**config.mk**
```make
export PLATFORM = sky130hd
export DESIGN_NAME = cursor_list_engine_core_flat
export DESIGN_NICKNAME = d
export VERILOG_FILES = /design/src/hdl/cle_pkg.sv /design/src/hdl/cle_if.sv /design/src/hdl/cle_cell.sv /design/src/hdl/cle_ctrl.sv /design/src/hdl/cursor_list_engine_core.sv /design/src/flat_wrapper.sv
export SDC_FILE = /design/constraint.sdc
export NUM_CORES = 1
export LEC_CHECK = 0
export BUFFER_PORTS_ARGS = -buffer_cell sky130_fd_sc_hd__buf_2
export CORE_MARGIN = 2
export CORE_UTILIZATION = 45
export CTS_CLUSTER_DIAMETER = 50
export DETAILED_ROUTE_END_ITERATION = 8
export PLACE_DENSITY_LB_ADDON = 0.08
export SKIP_LAST_GASP = 1
export SLEW_MARGIN = 20
export SYNTH_ARGS = -nofsm -noshare
export SYNTH_HDL_FRONTEND = slang
export SYNTH_SLANG_ARGS = --single-unit
```
**constraint.sdc**
```tcl
create_clock -name clk -period 7.4 [get_ports clk]
set_input_delay 1.48 -clock clk [delete_from_list [all_inputs] [get_ports clk]]
set_output_delay 1.48 -clock clk [all_outputs]
set_load 0.03 [all_outputs]
```
**src/hdl/cle_pkg.sv**
```systemverilog
// Shared opcodes, status codes and cell command type for the cursor list engine.
package cle_pkg;

  localparam int OP_W = 4;
  localparam int ST_W = 2;

  localparam logic [OP_W-1:0] OP_INSERT = 4'd0;
  localparam logic [OP_W-1:0] OP_REMOVE = 4'd1;
  localparam logic [OP_W-1:0] OP_GET    = 4'd2;
  localparam logic [OP_W-1:0] OP_NEXT   = 4'd3;
  localparam logic [OP_W-1:0] OP_PREV   = 4'd4;
  localparam logic [OP_W-1:0] OP_START  = 4'd5;
  localparam logic [OP_W-1:0] OP_END    = 4'd6;
  localparam logic [OP_W-1:0] OP_SETPOS = 4'd7;
  localparam logic [OP_W-1:0] OP_CLEAR  = 4'd8;

  localparam logic [ST_W-1:0] ST_OK    = 2'd0;
  localparam logic [ST_W-1:0] ST_EMPTY = 2'd1;
  localparam logic [ST_W-1:0] ST_FULL  = 2'd2;
  localparam logic [ST_W-1:0] ST_RANGE = 2'd3;

  typedef struct packed {
    logic ins;
    logic rem;
  } cell_cmd_t;

endpackage

```
**src/hdl/cle_if.sv**
```systemverilog
// Valid/ready channel interfaces for list requests and list results.
interface cle_in_if #(
  parameter int DATA_WIDTH = 32,
  parameter int CNT_W      = 5
);
  logic                      valid;
  logic                      ready;
  logic [cle_pkg::OP_W-1:0]  operation;
  logic [DATA_WIDTH-1:0]     value;
  logic [CNT_W-1:0]          target_position;

  modport source (output valid, output operation, output value, output target_position,
                  input ready);
  modport sink   (input valid, input operation, input value, input target_position,
                  output ready);
endinterface

interface cle_out_if #(
  parameter int DATA_WIDTH = 32,
  parameter int CNT_W      = 5
);
  logic                      valid;
  logic                      ready;
  logic [DATA_WIDTH-1:0]     read_value;
  logic [cle_pkg::ST_W-1:0]  status;
  logic [CNT_W-1:0]          count;
  logic [CNT_W-1:0]          cursor;

  modport source (output valid, output read_value, output status, output count,
                  output cursor, input ready);
  modport sink   (input valid, input read_value, input status, input count,
                  input cursor, output ready);
endinterface

```
**src/hdl/cle_cell.sv**
```systemverilog
// One storage cell of the list: holds one element and shifts with its neighbors.
module cle_cell #(
  parameter int DATA_WIDTH = 32,
  parameter int CNT_W      = 5,
  parameter int INDEX      = 0
) (
  input  logic                   clk,
  input  cle_pkg::cell_cmd_t     cell_cmd,
  input  logic [CNT_W-1:0]       cursor,
  input  logic [DATA_WIDTH-1:0]  value,
  input  logic [DATA_WIDTH-1:0]  left_q,
  input  logic [DATA_WIDTH-1:0]  right_q,
  output logic [DATA_WIDTH-1:0]  q
);

  localparam logic [CNT_W-1:0] IDX_C = CNT_W'(INDEX);

  logic [DATA_WIDTH-1:0] data_r;
  logic [DATA_WIDTH-1:0] data_nxt;

  always_comb begin
    data_nxt = data_r;
    if (cell_cmd.ins) begin
      // load at the cursor, shift up above it
      if (cursor == IDX_C) begin
        data_nxt = value;
      end else if (cursor < IDX_C) begin
        data_nxt = left_q;
      end
    end else if (cell_cmd.rem) begin
      // close the gap from the cursor upward
      if (cursor <= IDX_C) begin
        data_nxt = right_q;
      end
    end
  end

  always_ff @(posedge clk) begin
    data_r <= data_nxt;
  end

  assign q = data_r;

endmodule

```
**src/hdl/cle_ctrl.sv**
```systemverilog
// Length and cursor control, request decode and result register.
module cle_ctrl #(
  parameter int DEPTH      = 16,
  parameter int DATA_WIDTH = 32,
  parameter int CNT_W      = 5
) (
  input  logic                   clk,
  input  logic                   rst_n,
  cle_in_if.sink                 in_bus,
  cle_out_if.source              out_bus,
  input  logic [DATA_WIDTH-1:0]  rd_data,
  output cle_pkg::cell_cmd_t     cell_cmd,
  output logic [CNT_W-1:0]       cursor
);

  localparam logic [CNT_W-1:0] DEPTH_C = CNT_W'(DEPTH);

  logic [CNT_W-1:0]          count_r;
  logic [CNT_W-1:0]          count_nxt;
  logic [CNT_W-1:0]          cursor_r;
  logic [CNT_W-1:0]          cursor_nxt;
  logic                      out_valid_r;
  logic [DATA_WIDTH-1:0]     rd_r;
  logic [cle_pkg::ST_W-1:0]  status_r;
  logic [cle_pkg::ST_W-1:0]  status_nxt;
  logic                      rd_sel;
  logic                      acc;
  cle_pkg::cell_cmd_t        cmd_raw;

  assign in_bus.ready = rst_n && (!out_valid_r || out_bus.ready);
  assign acc          = in_bus.valid && in_bus.ready;

  always_comb begin
    count_nxt  = count_r;
    cursor_nxt = cursor_r;
    status_nxt = cle_pkg::ST_OK;
    rd_sel     = 1'b0;
    cmd_raw    = '0;
    unique case (in_bus.operation)
      cle_pkg::OP_INSERT: begin
        if (count_r >= DEPTH_C) begin
          status_nxt = cle_pkg::ST_FULL;
        end else if (cursor_r > count_r) begin
          status_nxt = cle_pkg::ST_RANGE;
        end else begin
          cmd_raw.ins = 1'b1;
          count_nxt   = count_r + 1'b1;
        end
      end
      cle_pkg::OP_REMOVE: begin
        if (count_r == '0) begin
          status_nxt = cle_pkg::ST_EMPTY;
        end else if (cursor_r >= count_r) begin
          status_nxt = cle_pkg::ST_RANGE;
        end else begin
          rd_sel      = 1'b1;
          cmd_raw.rem = 1'b1;
          count_nxt   = count_r - 1'b1;
          // step back when the cursor falls off the end
          if (cursor_r == count_nxt) begin
            cursor_nxt = (count_nxt != '0) ? count_nxt - 1'b1 : '0;
          end
        end
      end
      cle_pkg::OP_GET: begin
        if (count_r == '0) begin
          status_nxt = cle_pkg::ST_EMPTY;
        end else if (cursor_r >= count_r) begin
          status_nxt = cle_pkg::ST_RANGE;
        end else begin
          rd_sel = 1'b1;
        end
      end
      cle_pkg::OP_NEXT: begin
        if (cursor_r >= count_r) begin
          status_nxt = cle_pkg::ST_RANGE;
        end else begin
          cursor_nxt = cursor_r + 1'b1;
        end
      end
      cle_pkg::OP_PREV: begin
        if (cursor_r == '0 || cursor_r >= count_r) begin
          status_nxt = cle_pkg::ST_RANGE;
        end else begin
          cursor_nxt = cursor_r - 1'b1;
        end
      end
      cle_pkg::OP_START: begin
        cursor_nxt = '0;
      end
      cle_pkg::OP_END: begin
        if (count_r == '0) begin
          status_nxt = cle_pkg::ST_EMPTY;
        end else begin
          cursor_nxt = count_r - 1'b1;
        end
      end
      cle_pkg::OP_SETPOS: begin
        if (in_bus.target_position > count_r) begin
          status_nxt = cle_pkg::ST_RANGE;
        end else begin
          cursor_nxt = in_bus.target_position;
        end
      end
      cle_pkg::OP_CLEAR: begin
        count_nxt  = '0;
        cursor_nxt = '0;
      end
      default: begin
      end
    endcase
  end

  assign cell_cmd = acc ? cmd_raw : '0;
  assign cursor   = cursor_r;

  always_ff @(posedge clk) begin
    if (!rst_n) begin
      count_r     <= '0;
      cursor_r    <= '0;
      out_valid_r <= 1'b0;
    end else begin
      if (acc) begin
        count_r     <= count_nxt;
        cursor_r    <= cursor_nxt;
        out_valid_r <= 1'b1;
      end else if (out_bus.ready) begin
        out_valid_r <= 1'b0;
      end
    end
  end

  always_ff @(posedge clk) begin
    if (acc) begin
      rd_r     <= rd_sel ? rd_data : '0;
      status_r <= status_nxt;
    end
  end

  // count and cursor only change on a transfer, so they match the held result
  assign out_bus.valid      = out_valid_r;
  assign out_bus.read_value = rd_r;
  assign out_bus.status     = status_r;
  assign out_bus.count      = count_r;
  assign out_bus.cursor     = cursor_r;

  a_cursor_in_range: assert property (@(posedge clk) disable iff (!rst_n)
    cursor_r <= count_r)
    else $error("cursor beyond list length");

  a_count_bounded: assert property (@(posedge clk) disable iff (!rst_n)
    count_r <= DEPTH_C)
    else $error("list length above depth");

  a_fail_no_change: assert property (@(posedge clk) disable iff (!rst_n)
    (acc && status_nxt != cle_pkg::ST_OK) |=> ($stable(count_r) && $stable(cursor_r)))
    else $error("failed request changed list state");

  a_count_step: assert property (@(posedge clk) disable iff (!rst_n)
    (acc && in_bus.operation != cle_pkg::OP_CLEAR) |=>
      (count_r == $past(count_r) || count_r == $past(count_r) + 1'b1 ||
       count_r + 1'b1 == $past(count_r)))
    else $error("list length moved by more than one");

  a_shift_exclusive: assert property (@(posedge clk) disable iff (!rst_n)
    !(cell_cmd.ins && cell_cmd.rem))
    else $error("insert and remove shift at once");

endmodule

```
**src/hdl/cursor_list_engine_core.sv**
```systemverilog
// Positional list with cursor: a row of shifting cells under one controller.
// The result is registered and goes valid in the cycle after the request transfer.
// Throughput: one request per cycle; every cell shifts in parallel, so insert and remove
// finish in the cycle of the transfer; a result that is held waiting stalls the next request.
// Reset (synchronous, rst_n low): length and cursor go to zero, no result pending;
// element cells are not cleared, since only entries below the length are ever read.
module cursor_list_engine_core #(
  parameter int DEPTH      = 16,
  parameter int DATA_WIDTH = 32
) (
  input  logic       clk,
  input  logic       rst_n,
  cle_in_if.sink     in_bus,
  cle_out_if.source  out_bus
);

  localparam int CNT_W = $clog2(DEPTH + 1);
  localparam int IDX_W = $clog2(DEPTH);

  cle_pkg::cell_cmd_t     cell_cmd;
  logic [CNT_W-1:0]       cursor;
  logic [DATA_WIDTH-1:0]  cell_q [DEPTH];
  logic [DATA_WIDTH-1:0]  rd_data;

  cle_ctrl #(
    .DEPTH      (DEPTH),
    .DATA_WIDTH (DATA_WIDTH),
    .CNT_W      (CNT_W)
  ) u_ctrl (
    .clk      (clk),
    .rst_n    (rst_n),
    .in_bus   (in_bus),
    .out_bus  (out_bus),
    .rd_data  (rd_data),
    .cell_cmd (cell_cmd),
    .cursor   (cursor)
  );

  for (genvar i = 0; i < DEPTH; i++) begin : g_cell
    logic [DATA_WIDTH-1:0] left_q;
    logic [DATA_WIDTH-1:0] right_q;

    if (i == 0) begin : g_first
      assign left_q = in_bus.value;
    end else begin : g_mid_l
      assign left_q = cell_q[i-1];
    end

    if (i == DEPTH - 1) begin : g_last
      assign right_q = cell_q[i];
    end else begin : g_mid_r
      assign right_q = cell_q[i+1];
    end

    cle_cell #(
      .DATA_WIDTH (DATA_WIDTH),
      .CNT_W      (CNT_W),
      .INDEX      (i)
    ) u_cell (
      .clk      (clk),
      .cell_cmd (cell_cmd),
      .cursor   (cursor),
      .value    (in_bus.value),
      .left_q   (left_q),
      .right_q  (right_q),
      .q        (cell_q[i])
    );
  end

  // only read when the cursor is below the length, so the low bits index a live cell
  assign rd_data = cell_q[cursor[IDX_W-1:0]];

endmodule
```
**src/flat_wrapper.sv**
```systemverilog
// flat-port wrapper written by rule: the top's interface ports become plain ports
module cursor_list_engine_core_flat 
#(
  parameter int DEPTH      = 16,
  parameter int DATA_WIDTH = 32
)
  (clk, rst_n, in_bus_valid, in_bus_operation, in_bus_value, in_bus_target_position, in_bus_ready, out_bus_valid, out_bus_read_value, out_bus_status, out_bus_count, out_bus_cursor, out_bus_ready);
  cle_in_if #(.DATA_WIDTH(DATA_WIDTH)) in_bus_i ();
  cle_out_if #(.DATA_WIDTH(DATA_WIDTH)) out_bus_i ();
  input  logic clk;
  input  logic rst_n;
  input wire logic [$bits(in_bus_i.valid)-1:0] in_bus_valid;
  input wire logic [$bits(in_bus_i.operation)-1:0] in_bus_operation;
  input wire logic [$bits(in_bus_i.value)-1:0] in_bus_value;
  input wire logic [$bits(in_bus_i.target_position)-1:0] in_bus_target_position;
  output wire logic [$bits(in_bus_i.ready)-1:0] in_bus_ready;
  output wire logic [$bits(out_bus_i.valid)-1:0] out_bus_valid;
  output wire logic [$bits(out_bus_i.read_value)-1:0] out_bus_read_value;
  output wire logic [$bits(out_bus_i.status)-1:0] out_bus_status;
  output wire logic [$bits(out_bus_i.count)-1:0] out_bus_count;
  output wire logic [$bits(out_bus_i.cursor)-1:0] out_bus_cursor;
  input wire logic [$bits(out_bus_i.ready)-1:0] out_bus_ready;
  assign in_bus_i.valid = in_bus_valid;
  assign in_bus_i.operation = in_bus_operation;
  assign in_bus_i.value = in_bus_value;
  assign in_bus_i.target_position = in_bus_target_position;
  assign in_bus_ready = in_bus_i.ready;
  assign out_bus_valid = out_bus_i.valid;
  assign out_bus_read_value = out_bus_i.read_value;
  assign out_bus_status = out_bus_i.status;
  assign out_bus_count = out_bus_i.count;
  assign out_bus_cursor = out_bus_i.cursor;
  assign out_bus_i.ready = out_bus_ready;
  cursor_list_engine_core #(.DEPTH(DEPTH), .DATA_WIDTH(DATA_WIDTH)) u_core (.clk(clk), .rst_n(rst_n), .in_bus(in_bus_i), .out_bus(out_bus_i));
endmodule
```
==> flow_summary.ini, run 1 <==
[detailed_routing]
drt-total-wl_mm = 102.7
firstDrtPassIters = 6
drt-initial-drc-count = 2258
vias_per_cell = 6.124
ant_nets = 0
vias = 23545
routedWlPerCell_microns = 26.71
post-route-drc-count = 0

[timing]
worst_slew_pin_slew_ps = 1170
timing.final.crit_share = 0.6706
finalSetupTns_ps = 0
min_period_ps = 4962
relSlewSlack = 0.2179
worst_slack_ps = 2438
finalMaxSlewViolations = 0
finalClockSkew_ps = 25.97
hold_viol = 0
hold_slack_ps = 542.6
rsz0062_at_grt = false
setup_viol = 0
max_freq_mhz = 201.5

[worst_setup_path]
path_max_fanout = 159
r2r_start = u_core.u_ctrl.cursor[0]$_SDFFE_PN0P_
r2r_slack_ps = 2440
critPathArrivalTime_ps = 5320
required_ps = 7760
r2r_cells = 9
r2r-end = u_core.g_cell[0].u_cell.q[17]$_DFFE_PP_
cp-end-kind = flop
path_class = flop to flop
cp-start-kind = flop

[synth]
muxShareOfSynthArea = 0.2444
synth-xor-area-share = 0.004556
synth_area_sq_mm = 0.03268
synth.avg_cell_area_sq_um = 11.38
ys_ff_latch = 557
synthFlopType = edfxtp_1
synthesis.nets = 2938
synth_compound_area_frac = 0.1168
ys_warn_count = 0
yosysSeqAreaShare = 0.5084
synth_top_family_by_area = multiplexers
synth_edf_count = 546
yosys.area_share.adder = 0.008040
async_flop_share = 0
syn_inst = 2872
synth_cell_types = 58
yosys.area_share.simple = 0.07722

[global_routing]
grt_pass1_vias = 23046
grt_max_degree = 233
antenna_found_initial = 2
overflow = 0
grt_usage = 0.2710
grt_pass1_wl_mm = 151.3

[die]
dieWidth_microns = 273.5
fp.dieH_microns = 273.5
design.core.area_sq_mm = 0.07173
ios = 91
initial_utilization = 0.4556
dieArea_sq_mm = 0.07480
rows = 98

[clock_tree]
cts_inserted_buffers = 82
clk_path_buf_depth = 3
clock_latency_ps = 630
cts_sinks = 557
cts-hold-fix-buffers = 0
cts_tree = done
postCtsSetupRepairBufs = 0
cts-root-buf = clkbuf_16
htreeDepth = 3
clk_pin_slew_ps = 50
ctsResizeCount = 0

[place]
place_hpwl_mm = 56.49
routabilityCongestion = 0.8295
dpl_worst_slack_ps = 2197
io_buffers = 90

[worst_hold_path]
holdPathEnd = u_core.u_ctrl.out_bus.valid$_SDFFE_PN0P_
worstHoldStart = u_core.u_ctrl.out_bus.valid$_SDFFE_PN0P_
min_path_type = flop to flop
min_path_cells = 2

[finish]
fillers = 6380
layout_common_cells = mux2i_1, edfxtp_1, a21oi_1, nor2_1, buf_2
diodes = 0
fin_nets = 2894
drive_above_1_share = 0.1554
seq_area_sq_mm = 0.01663
multi_input_area_sq_mm = 0.01497
area_growth_pct = 11.59
final_common_cell = mux2i_1

[power_and_ir_drop]
ir_drop_mv = 0.1527
p_leak_uw = 0.01297
p_per_area_mw_per_mm2 = 218.3

[run_status]
outcome = complete, no violations

[job]
maxCapViolCount = 0
-- through the flow --
step / instance area [sq um] / utilization / total power (uW) / std cells
floorplan: 32680 / - / 3885 / 2872
global placement: 33710 / 0.4699 / 4061 / 3693
detailed placement: 33730 / 0.4703 / 4069 / 3694
CTS: 36470 / 0.5084 / 8025 / 3845
global route: 36470 / 0.5084 / 8194 / 3845
finish: 36470 / 0.5084 / 7961 / 3845
-- where the power goes --
part | total (uW) | internal [uW] | leakage (uW) | switching [uW]
Sequential | 3490 | 3460 | 0.00503 | 30.3
Clock | 3950 | 2390 | 0.00133 | 1570
Combinational | 521 | 176 | 0.00662 | 345
Total | 7960 | 6020 | 0.0130 | 1940
-- cells in the mapped netlist, types with 6 or more instances --
cell type / n / area [sq um]
o221ai_1: 34 / 297.8
buf_2: 131 / 655.6
edfxtp_1: 546 / 16400
o22ai_1: 37 / 231.5
mux4_2: 64 / 1441
nor2_1: 466 / 1749
buf_1: 20 / 75.07
a31oi_1: 6 / 37.54
nand2_1: 33 / 123.9
ha_1: 21 / 262.8
buf_4: 25 / 187.7
nand2b_1: 7 / 43.79
and3_1: 9 / 56.30
a21oi_1: 503 / 2517
mux2_2: 64 / 720.7
clkbuf_1: 92 / 345.3
inv_1: 15 / 56.30
o21ai_0: 51 / 255.2
nand3b_1: 33 / 247.7
dfxtp_1: 11 / 220.2
nand3_1: 9 / 45.04
a21o_1: 34 / 255.2
mux2i_1: 582 / 5826
xnor2_1: 14 / 122.6
-- sequential cells by signal (all words and copies together), names as in the netlist --
name and cells:
u_core.g_cell.u_cell.q 512, u_core.u_ctrl.cursor 5, u_core.u_ctrl.out_bus.count 5, u_core.u_ctrl.out_bus.read_value 32, u_core.u_ctrl.out_bus.status 2, u_core.u_ctrl.out_bus.valid 1
-- metal layers --
| layer | global-route usage | wire, microns | up-vias |
|---|---|---|---|
| li1 | - | - | 10726 |
| met1 | 0.3672 | 45010 | 11879 |
| met2 | 0.4530 | 49760 | 794 |
| met3 | 0.03544 | 5397 | 142 |
| met4 | 0.08355 | 2493 | 4 |
| met5 | 0 | 26 | - |
-- logic make-up after synthesis --
family / Yosys count
AO/OA/AOI/OAI: 689
XOR/XNOR: 17
adder cells (fa/ha/maj): 21
buffers and inverters: 284
flip-flops: 557
multiplexers: 710
AND/OR/NAND/NOR: 594
-- worst max-delay path by stage --
stage / startpoint / endpoint / slack, ps / depth (start not counted)
2_1_floorplan: rst_n / u_core.g_cell[11].u_cell.q[0]$_DFFE_PP_ / 1390 / 5
3_3_place_gp: rst_n / u_core.g_cell[0].u_cell.q[17]$_DFFE_PP_ / 2260 / 7
3_5_place_dp: rst_n / u_core.g_cell[0].u_cell.q[19]$_DFFE_PP_ / 2200 / 7
4_1_cts: u_core.u_ctrl.cursor[0]$_SDFFE_PN0P_ / u_core.g_cell[0].u_cell.q[17]$_DFFE_PP_ / 2450 / 9
5_1_grt: u_core.u_ctrl.cursor[0]$_SDFFE_PN0P_ / u_core.g_cell[0].u_cell.q[17]$_DFFE_PP_ / 2090 / 9
6_report: u_core.u_ctrl.cursor[0]$_SDFFE_PN0P_ / u_core.g_cell[0].u_cell.q[17]$_DFFE_PP_ / 2440 / 9
-- area by class of cell --
type,instances,share of cell area
Sequential cell,557,0.4560
Multi-Input combinational cell,2031,0.4106
Clock buffer,85,0.05716
Tap cell,950,0.03259
Timing Repair Buffer,140,0.02422
Clock inverter,66,0.01777
Inverter,16,0.001647
-- worst max-delay path: stages (launching register included) --
cell and delay (ps):
dfxtp_4 670, inv_1 330, ha_1 390, inv_1 50, or2_1 280, a2111oi_4 430, buf_4 590, buf_12 530
buf_4 850, mux2_2 410
No activity file was read; power rests on OpenSTA's default activity.
==> run 2, diff against run 1 <==
Settings changed: ABC_AREA set to 1.
Clock period 7.4 ns to 4.1 ns, I/O delays scaled along.
==> flow_summary.ini, run 2 <==
[worst_hold_path]
min_path_type = input pin to flop
worstHoldStart = in_bus_valid

[detailed_routing]
drt-initial-drc-count = 2976
post-route-drc-count = 0
vias_per_cell = 5.829
ant_nets = 0
firstDrtPassIters = 5
routedWlPerCell_microns = 22.79
vias = 28137
drt-total-wl_mm = 110.0

[die]
dieArea_sq_mm = 0.07581
fp.dieH_microns = 275.3
dieWidth_microns = 275.3
rows = 99
ios = 91
design.core.area_sq_mm = 0.07296
initial_utilization = 0.4541

[timing]
finalClockSkew_ps = 24.35
rsz0062_at_grt = false
hold_slack_ps = 450.4
relSlewSlack = 0.2015
setup_viol = 0
finalMaxSlewViolations = 0
finalSetupTns_ps = 0
worst_slew_pin_slew_ps = 1196
hold_viol = 0
timing.final.crit_share = 0.8220
max_freq_mhz = 296.7
min_period_ps = 3370

[place]
io_buffers = 90
routabilityCongestion = 0.8404
dp.cells = 4675
dpl_cell_area_sq_mm = 0.03437
place_hpwl_mm = 63.68

[clock_tree]
clk_pin_slew_ps = 50
ctsResizeCount = 0
htreeDepth = 3
clock_latency_ps = 630
cts_sinks = 557
clk_path_buf_depth = 3
cts_tree = done
cts_inserted_buffers = 85
cts-hold-fix-buffers = 0
cts-root-buf = clkbuf_16
postCtsSetupRepairBufs = 0

[synth]
ys_ff_latch = 557
yosys.area_share.adder = 0.007930
synth_top_family_by_area = compound AO/OA/AOI/OAI gates
syn_inst = 3853
async_flop_share = 0
synth.avg_cell_area_sq_um = 8.599
ys_warn_count = 0
synth_area_sq_mm = 0.03313
synth_cell_types = 43
synth.area.top_cells = edfxtp_1, nand2_1, o21ai_0
synthesis.nets = 3919
synth-xor-area-share = 0.001586
synthMostInstantiatedCell = nand2_1
synth_edf_count = 546
synth_top_area_cell = edfxtp_1
synth_compound_area_frac = 0.2072
yosys.area_share.simple = 0.1467
yosysTopAreaCellShare = 0.4948
ys_top_cells_by_count = nand2_1, o21ai_0, edfxtp_1
muxShareOfSynthArea = 0.05800
synthFlopType = edfxtp_1
yosysSeqAreaShare = 0.5015

[finish]
final_common_cell = nand2_1
layout_common_cells = nand2_1, o21ai_0, edfxtp_1, o21ai_1, nor2_1
layoutNonFillerInstCount = 4827
largest_register_ffs = 512
fin_nets = 3869
drive_above_1_share = 0.1021
fillers = 6993
final_area_sq_mm = 0.03719
area_growth_pct = 12.24

[global_routing]
grt_pass1_wl_mm = 165.2
antenna_found_initial = 1
grt_max_degree = 173
grt_usage = 0.2882
overflow = 0
grt_pass1_vias = 26247

[worst_setup_path]
cp-start-kind = flop
required_ps = 4440
r2r_start = u_core.u_ctrl.out_bus.count[2]$_SDFFE_PN0P_
path_class = flop to flop
critPathArrivalTime_ps = 3710
startpoint = u_core.u_ctrl.out_bus.count[2]$_SDFFE_PN0P_
path_max_fanout = 136
cp-end-kind = flop

[power_and_ir_drop]
ir_drop_mv = 0.4737
p_leak_uw = 0.01581
power_uw = 14660
p_per_area_mw_per_mm2 = 394.2

[job]
maxCapViolCount = 0

[run_status]
outcome = complete, no violations
==> run 2: cell types whose count changed after synthesis, sizes merged, moves of 92 or more <==
cell	previous run	this run
o211ai	4	96
nor2	466	295
inv	16	272
nand2	33	922
mux2i	582	192
clkbuf	92	188
o21ai	51	883
a21oi	503	144
==> run 2: cells by family (layout without fill, tap and decap cells) <==
kind of cell,Yosys count,count (layout)
AOI/OAI and AO/OA,1231,1231
adders and majority gates,21,21
xor gates and xnor gates,6,6
DFF,557,557
other,0,1
buffers and inverters,584,598
muxes,192,192
and+or+nand+nor,1262,1262
==> run 2: where the power goes <==
part | internal [uW] | leakage, uW | switching, uW
clock network | 4600 | 0.00137 | 2790
registers | 6240 | 0.00502 | 34.7
logic | 256 | 0.00943 | 728
total | 11100 | 0.0158 | 3560
==> run 2: worst paths after layout <==
path,slack (ps),endpoint,cells past startpoint
hold reg to reg,540,u_core.g_cell[4].u_cell.q[16]$_DFFE_PP_,2
setup reg to reg,730,u_core.g_cell[13].u_cell.q[26]$_DFFE_PP_,11
setup / recovery,730,u_core.g_cell[13].u_cell.q[26]$_DFFE_PP_,11
hold / removal,450,u_core.u_ctrl.out_bus.valid$_SDFFE_PN0P_,3
==> run 2: per-stage QoR <==
step | utilization | worst slack, ps
after global routing | 0.5097 | 350.2
after detailed placement | 0.4711 | 682.0
after global placement | 0.4711 | 741.9
after CTS | 0.5097 | 727.0
after floorplan | - | -639.2
final | 0.5097 | 729.9
==> run 2: final cells by class <==
class,count,area [sq um],share of cell area
Clock buffer,104,2251,0.06053
Antenna cell,1,2.502,0.00006729
Sequential cell,557,16620,0.4469
Tap cell,959,1200,0.03227
Timing Repair Buffer,173,1261,0.03391
Inverter,274,1039,0.02793
Multi-Input combinational cell,2712,14250,0.3831
Clock inverter,47,566.8,0.01524
==> run 2: critical path: stages, from the launching register on <==
cell and delay [ps]:
dfxtp_1 490, inv_1 170, ha_1 330, nand2_1 50
nor2_1 120, nand2_1 110, nand2_1 80, nand2_1 150
nand2_8 130, buf_12 450, buf_4 720, o21ai_0 200
==> run 2: per-layer routing <==
layer	routed length, microns	global-route usage	up-vias
met5	0	0	-
met4	2484	0.07994	0
met3	6883	0.03297	154
met2	50970	0.4685	970
met1	49690	0.4082	13703
li1	-	-	13310
